==> src/hdl/assert_macros.svh <==
// ----------------------------------------------------------------------------
// Assertion macros
// Shared concurrent assertion forms for the regularizer RTL.
// ----------------------------------------------------------------------------
`ifndef ASSERT_MACROS_SVH
`define ASSERT_MACROS_SVH

// The condition implies the expression in the same cycle.
`define ASSERT_IMPLIES(label, clk, rst, cond, expr) \
  label: assert property (@(posedge clk) disable iff (rst) (cond) |-> (expr)) \
    else $error("assertion failed: same-cycle implication");

// The condition implies the expression in the following cycle.
`define ASSERT_NEXT(label, clk, rst, cond, expr) \
  label: assert property (@(posedge clk) disable iff (rst) (cond) |=> (expr)) \
    else $error("assertion failed: next-cycle implication");

`endif

==> src/hdl/enr_pkg.sv <==
// ----------------------------------------------------------------------------
// Elastic-net regularizer package
// Field widths, fixed-point formats, register indexes and shared types.
// ----------------------------------------------------------------------------
`default_nettype none

package enr_pkg;

  // Weight width default and fixed-point formats.
  localparam int WEIGHT_BITS_DEFAULT = 16;
  localparam int FRAC_BITS           = 12;
  localparam int COEF_BITS           = 16;
  localparam int SCALE_BITS          = 17;
  localparam int SCALE_FRAC_BITS     = 16;

  // Running sums and result widths.
  localparam int ABS_SUM_BITS = 40;
  localparam int SQ_SUM_BITS  = 56;
  localparam int GRAD_BITS    = 33;
  localparam int LOSS_BITS    = 63;

  // Loss multiply split into partial products.
  localparam int ABS_SPLIT     = 20;
  localparam int SQ_SPLIT      = 28;
  localparam int P_ABS_BITS    = COEF_BITS + ABS_SPLIT;
  localparam int P_SQ_BITS     = COEF_BITS + SQ_SPLIT;
  localparam int T1_BITS       = COEF_BITS + ABS_SUM_BITS;
  localparam int SQ_PROD_BITS  = COEF_BITS + SQ_SUM_BITS;
  localparam int L2_LOSS_SHIFT = 13;
  localparam int T2_BITS       = SQ_PROD_BITS - L2_LOSS_SHIFT;

  // Configuration register indexes.
  localparam int CFG_INDEX_BITS = 2;
  localparam int CFG_DATA_BITS  = SCALE_BITS;
  localparam logic [CFG_INDEX_BITS-1:0] CFG_L1_STRENGTH = 2'd0;
  localparam logic [CFG_INDEX_BITS-1:0] CFG_L2_STRENGTH = 2'd1;
  localparam logic [CFG_INDEX_BITS-1:0] CFG_DECAY_SCALE = 2'd2;

  // Decay multiplier of 1.0 in Q1.16.
  localparam logic [SCALE_BITS-1:0] DECAY_SCALE_RESET = 17'h10000;

  // Control from the pipeline to the accumulator.
  typedef struct packed {
    logic step;
    logic last;
  } acc_ctl_t;

  // Running sums including the current item, with the sticky flag.
  typedef struct packed {
    logic [ABS_SUM_BITS-1:0] abs_sum;
    logic [SQ_SUM_BITS-1:0]  sq_sum;
    logic                    sat;
  } acc_sums_t;

endpackage

`default_nettype wire

==> src/hdl/enr_accum.sv <==
// ----------------------------------------------------------------------------
// Running sum accumulator
// Saturating sums of |w| and w^2 with a sticky saturation flag per set.
// ----------------------------------------------------------------------------
`default_nettype none
`include "assert_macros.svh"

module enr_accum #(
  parameter int WEIGHT_BITS = enr_pkg::WEIGHT_BITS_DEFAULT
) (
  input  wire logic                       clk,
  input  wire logic                       rst,
  input  wire enr_pkg::acc_ctl_t          ctl,
  input  wire logic [WEIGHT_BITS-1:0]     mag,
  input  wire logic [2*WEIGHT_BITS-1:0]   mag_sq,
  output enr_pkg::acc_sums_t              sums
);

  localparam int ABW = enr_pkg::ABS_SUM_BITS;
  localparam int SQB = enr_pkg::SQ_SUM_BITS;
  localparam int ABS_W = ABW + 1;
  localparam int SQ_W = ((2 * WEIGHT_BITS > SQB) ? 2 * WEIGHT_BITS : SQB) + 1;
  localparam logic [ABW-1:0] ABS_CAP = '1;
  localparam logic [SQB-1:0] SQ_CAP  = '1;

  logic [ABW-1:0]   abs_sum;
  logic [SQB-1:0]   sq_sum;
  logic             sat_flag;
  logic [ABS_W-1:0] abs_ext;
  logic [SQ_W-1:0]  sq_ext;
  logic             abs_ovf;
  logic             sq_ovf;

  // Widened adds; a carry past the cap means the sum holds at all ones.
  assign abs_ext = {1'b0, abs_sum} + ABS_W'(mag);
  assign sq_ext  = SQ_W'(sq_sum) + SQ_W'(mag_sq);
  assign abs_ovf = abs_ext > ABS_W'(ABS_CAP);
  assign sq_ovf  = sq_ext > SQ_W'(SQ_CAP);

  always_comb begin
    sums.abs_sum = abs_ovf ? ABS_CAP : abs_ext[ABW-1:0];
    sums.sq_sum  = sq_ovf ? SQ_CAP : sq_ext[SQB-1:0];
    sums.sat     = sat_flag | abs_ovf | sq_ovf;
  end

  // The sums advance once per item and clear after the last item of a set.
  always_ff @(posedge clk) begin
    if (rst) begin
      abs_sum  <= '0;
      sq_sum   <= '0;
      sat_flag <= 1'b0;
    end else if (ctl.step) begin
      if (ctl.last) begin
        abs_sum  <= '0;
        sq_sum   <= '0;
        sat_flag <= 1'b0;
      end else begin
        abs_sum  <= sums.abs_sum;
        sq_sum   <= sums.sq_sum;
        sat_flag <= sums.sat;
      end
    end
  end

  `ASSERT_NEXT(a_clear_after_last, clk, rst, ctl.step && ctl.last, abs_sum == '0 && sq_sum == '0 && !sat_flag)
  `ASSERT_NEXT(a_sums_grow, clk, rst, ctl.step && !ctl.last, abs_sum >= $past(abs_sum) && sq_sum >= $past(sq_sum))
  `ASSERT_NEXT(a_hold_when_idle, clk, rst, !ctl.step, $stable(abs_sum) && $stable(sq_sum))

endmodule

`default_nettype wire

==> config.mk <==
export PLATFORM = sky130hd
export DESIGN_NAME = enr_accum
export DESIGN_NICKNAME = d
export VERILOG_FILES = /design/src/hdl/enr_pkg.sv /design/src/hdl/enr_accum.sv
export VERILOG_INCLUDE_DIRS = /design/src /design/src/hdl
export SDC_FILE = /design/constraint.sdc
export NUM_CORES = 1
export LEC_CHECK = 0
export ABC_AREA = 1
export BUFFER_PORTS_ARGS = -buffer_cell sky130_fd_sc_hd__buf_2
export CAP_MARGIN = 20
export CELL_PAD_IN_SITES_DETAIL_PLACEMENT = 0
export CELL_PAD_IN_SITES_GLOBAL_PLACEMENT = 1
export CORE_AREA = 2 2 170 172
export DETAILED_ROUTE_END_ITERATION = 8
export DIE_AREA = 0 0 172 174
export PLACE_DENSITY = 0.77
export REMOVE_ABC_BUFFERS = 1
export SYNTH_ARGS = -nofsm -noshare
export SYNTH_HDL_FRONTEND = slang
export SYNTH_SLANG_ARGS = --single-unit
==> constraint.sdc <==
create_clock -name clk -period 2.3 [get_ports clk]
set_input_delay 0.115 -clock clk [delete_from_list [all_inputs] [get_ports clk]]
set_output_delay 0.115 -clock clk [all_outputs]
set_load 0.01 [all_outputs]
### After elaboration in Yosys (flattened, before gate mapping)

Index checks and enable logic that the tools add are counted.

* bits in registers: 97
* output and inout port bits: 97
* logic and storage cells: 14

* $add $sub $neg: 2
* $lt $le $gt $ge: 2
* muxes and demuxes: 5
* bitwise operators: 2

Operator list (number)
* $mux 56: 2
* $mux 40: 2
* $add 56x32->57: 1
* $gt 57x56->1 const B: 1
* $add 40x16->41: 1
* $gt 41x40->1 const B: 1
* $or 1x1->1: 2
* $mux 1: 1

### Logic depth before layout (Yosys ltp)

* depth after elaboration: 5
* mapped depth: 17

### Worst setup path before layout

No wires, ideal clock.

* path type: register to register
* start: reg abs_sum[0]
* end: reg abs_sum[28]
* library setup time: 70 ps
* data arrival time: 2092 ps
* required time: 2230 ps
* slack: 138 ps
* stages on the path, launching flop included: 16
* path buffers: 1
* cells stage by stage: dfxtp_1 > ha_1 > inv_1 > fa_1 > inv_1 > a21oi_1 > o21ai_2 > nand2_2 > nand2_4 > nand2_2 > nor2_2 > inv_2 > buf_6 > nand2_2 > nand2_1 > a21oi_1

RTL lines
* from (decl): line enr_accum.sv:26 `logic [ABW-1:0] abs_sum;`
* from (signal assigned): line enr_accum.sv:58 `abs_sum <= sums.abs_sum;`

==> results.json <==
{
  "grt-ovfl-total": 0,
  "fp.dieH_um": 174,
  "synth.distinct_cells": 39,
  "violations": "setup timing",
  "htree_levels": 3,
  "drt-total-wl_um": 37700,
  "area_growth_pct": 51.9,
  "synth-seq-area-share_pct": 19.4,
  "synth_mux_area_share_pct": 0,
  "min_period_ps": 2610,
  "synth_fa_ha_area_share_pct": 6.41,
  "rr_worst_depth": 18,
  "cap_violations": 0,
  "max_slew_margin_pct": 64.2,
  "crit_family": "simple AND/OR/NAND/NOR gates",
  "die_width_um": 172,
  "clk_latency_ps": 380,
  "setup_ws_ps": -314,
  "cp_num_buf_inv": 4,
  "antenna_found_initial": 0,
  "stdcell_count": 2421,
  "critPathLaunchType": "flop",
  "final.setup_skew_ps": 15.6,
  "peakVddDrop_mv": 0.296,
  "crit_top_cell": "nand2_2",
  "worstPathRequired_ps": 2180,
  "p_total_mw": 5.62,
  "slowest_stage": "fa_2",
  "hold_depth": 4,
  "die_area_um2": 29900,
  "netlist_area_um2": 10000,
  "grt_pass1_wl_um": 58400,
  "drcViolationCount": 0,
  "synth-edff-count": 0,
  "synth_top_family_by_area": "simple AND/OR/NAND/NOR gates",
  "critical-path-max-stage-delay_ps": 370,
  "r2r-start": "sq_sum[0]",
  "rsz0062_at_grt": "true",
  "rrSetupSlack_ps": -130,
  "r2r_end": "sq_sum[16]",
  "synth_area_leaders": "nand2_1 27%, dfxtp_1 19%, inv_1 11%",
  "pin_count": 149,
  "std_cell_rows": 62,
  "status": "finished with violations",
  "period_share_pct": 114,
  "synth_most_common_cell": "nand2_1",
  "synth_xor_area_share_pct": 3.24,
  "numCtsBuffers": 9,
  "clock_path_buffers": 2,
  "drive_gt1_share_pct": 33.8,
  "grt_usage_pct": 24.7,
  "hold_violations": 0,
  "grt_pass1_vias": 11400,
  "async_flop_share_pct": 0,
  "vias": 11800,
  "path_clk_slew_ps": 80,
  "setup_viol": 117,
  "hold_end": "sat_flag",
  "leakage_nw": 7.37,
  "crit_path_end_kind": "primary output",
  "placed_cells": 2330,
  "synth_ff_type": "dfxtp_1",
  "path_max_fanout": 6,
  "crit_chain": "ha_4 -> inv_2 -> fa_2 -> nor2_2 -> o21ai_2 -> nand2_2 -> nand2_2 -> nand3_2 -> nand2_2 -> nand2_4 -> nand2_8 -> buf_12 -> buf_16 -> nand3_4 -> buf_6",
  "ys_ff_latch": 97,
  "hp-class": "primary input to flop",
  "powerDensity_nw_per_um2": 370,
  "yosysWarnings": 0,
  "fmax_mhz": 383,
  "post_drt_via_cell_ratio": 4.87,
  "wl_per_cell_um": 15.6,
  "worstPathArrival_ps": 2500,
  "crit_cells": 15,
  "clockRootBuffer": "clkbuf_16",
  "first_iter_violations": 702,
  "nNetsFinal": 2133,
  "cts_hold_buf": 0,
  "cts_tree": "done",
  "min-delay-start": "ctl[1]",
  "io_buffers": 148,
  "synth_compound_area_share_pct": 8.31,
  "drt_pre_antenna_iters": 6,
  "setup-tns-final_ps": -24290,
  "yosysTopAreaCell": "nand2_1",
  "syn_area_per_cell_um2": 5.68,
  "gp_congestion": 0.951,
  "core_area_um2": 28200,
  "grt_max_degree": 97,
  "drv_slew": 0,
  "tightest_slew_ps": 538,
  "start_util_pct": 35.4,
  "cts_sinks": 97,
  "synthTopCellsByCount": "714 x nand2_1, 282 x inv_1, 120 x nand3_1, 109 x nor2_1, 97 x dfxtp_1",
  "critical_path_class": "flop to primary output",
  "ant_nets": 0,
  "synth_top_area_share_pct": 26.8,
  "place_hpwl_um": 27600,
  "synthSimpleGateAreaFrac_pct": 49.2,
  "synthCells": 1761
}
==> flip-flops by register name (all words and copies together) (netlist names) <==
signal    flops
abs_sum      40
sat_flag      1
sq_sum       56
==> cell usage in the layout (no fill, tap or decap), types with 8 or more instances in the layout <==
cell type	instances
a21oi_1	55
a21oi_2	63
buf_12	18
buf_2	54
buf_4	86
buf_6	136
clkbuf_16	10
dfxtp_1	90
ha_1	12
ha_4	35
inv_1	276
inv_2	12
nand2_1	647
nand2_2	76
nand2_4	58
nand2_8	8
nand3_1	78
nand3_2	15
nand3_4	42
nand3b_1	11
nand4_1	21
nor2_1	82
nor2_2	27
nor3_1	21
xnor2_1	31
==> area by class of cell <==
type	count	area, µm²
antenna	1	2.50
clock buffer	10	239
clock inverter	6	48.8
fill	2861	13100
inverter	292	1110
multi-input combinational	1332	8410
sequential	97	1950
tap	384	480
timing repair buffer	299	2940
==> metrics by stage <==
step | hold slack, ps | cell area, µm² | util, % | worst slack, ps
final | 104 | 15200 | 53.8 | -314
after global routing | 127 | 15200 | 53.8 | -408
after CTS | 101 | 14200 | 50.4 | -326
after detailed placement | 462 | 11700 | 41.5 | -49.1
after global placement | 456 | 11700 | 41.5 | -20.2
after floorplan | 177 | 9750 | - | -2350
==> layer usage <==
layer | global-route usage, % | wire (µm) | vias up
met3 | 2.94 | 1740 | 77
met2 | 42.0 | 17900 | 333
met5 | 0 | 0 | -
met1 | 32.3 | 17000 | 5427
li1 | - | - | 5960
met4 | 8.09 | 1120 | 0
==> report_power, final <==
part | leakage, nW | total (mW) | switching, mW | internal, mW
combinational | 6.45 | 2.25 | 1.19 | 1.06
clock | 0.137 | 1.61 | 0.825 | 0.781
sequential | 0.789 | 1.77 | 0.0433 | 1.73
==> logic make-up after synthesis <==
family | Yosys count
fa+ha+maj | 50
flops | 97
simple gates | 1106
xor+xnor | 37
compound gates | 139
buf+inv | 332
==> worst reg2reg max path: stages (launching register included) <==
cell     delay (ps)
dfxtp_2         360
ha_4            150
inv_2            40
fa_2            370
nor2_2          130
o21ai_2          60
nand2_2          90
nand2_2          60
nand3_2          70
nand2_2          80
nand2_4          90
nand2_8         100
buf_12          190
buf_12          150
nand2_4          80
buf_4           100
buf_6            90
nand2_4          40
a21oi_2         110
==> repair_timing <==
item	in CTS	in global routing
gates resized for setup	325	176
pin swaps	43	66
setup endpoints to repair	137	176
cloned	5	1
setup buffers	41	36
==> worst max-delay path by stage <==
stage,slack (ps),startpoint,to
5_1_grt,-410,sq_sum[0],sums[45]
2_1_floorplan,-2350,ctl[1],sq_sum[0]
6_report,-310,sq_sum[0],sums[45]
3_3_place_gp,-20,sq_sum[0],sums[23]
4_1_cts,-330,abs_sum[0],sums[79]
3_5_place_dp,-50,sq_sum[0],sums[23]
(Power assumes the default switching activity.)
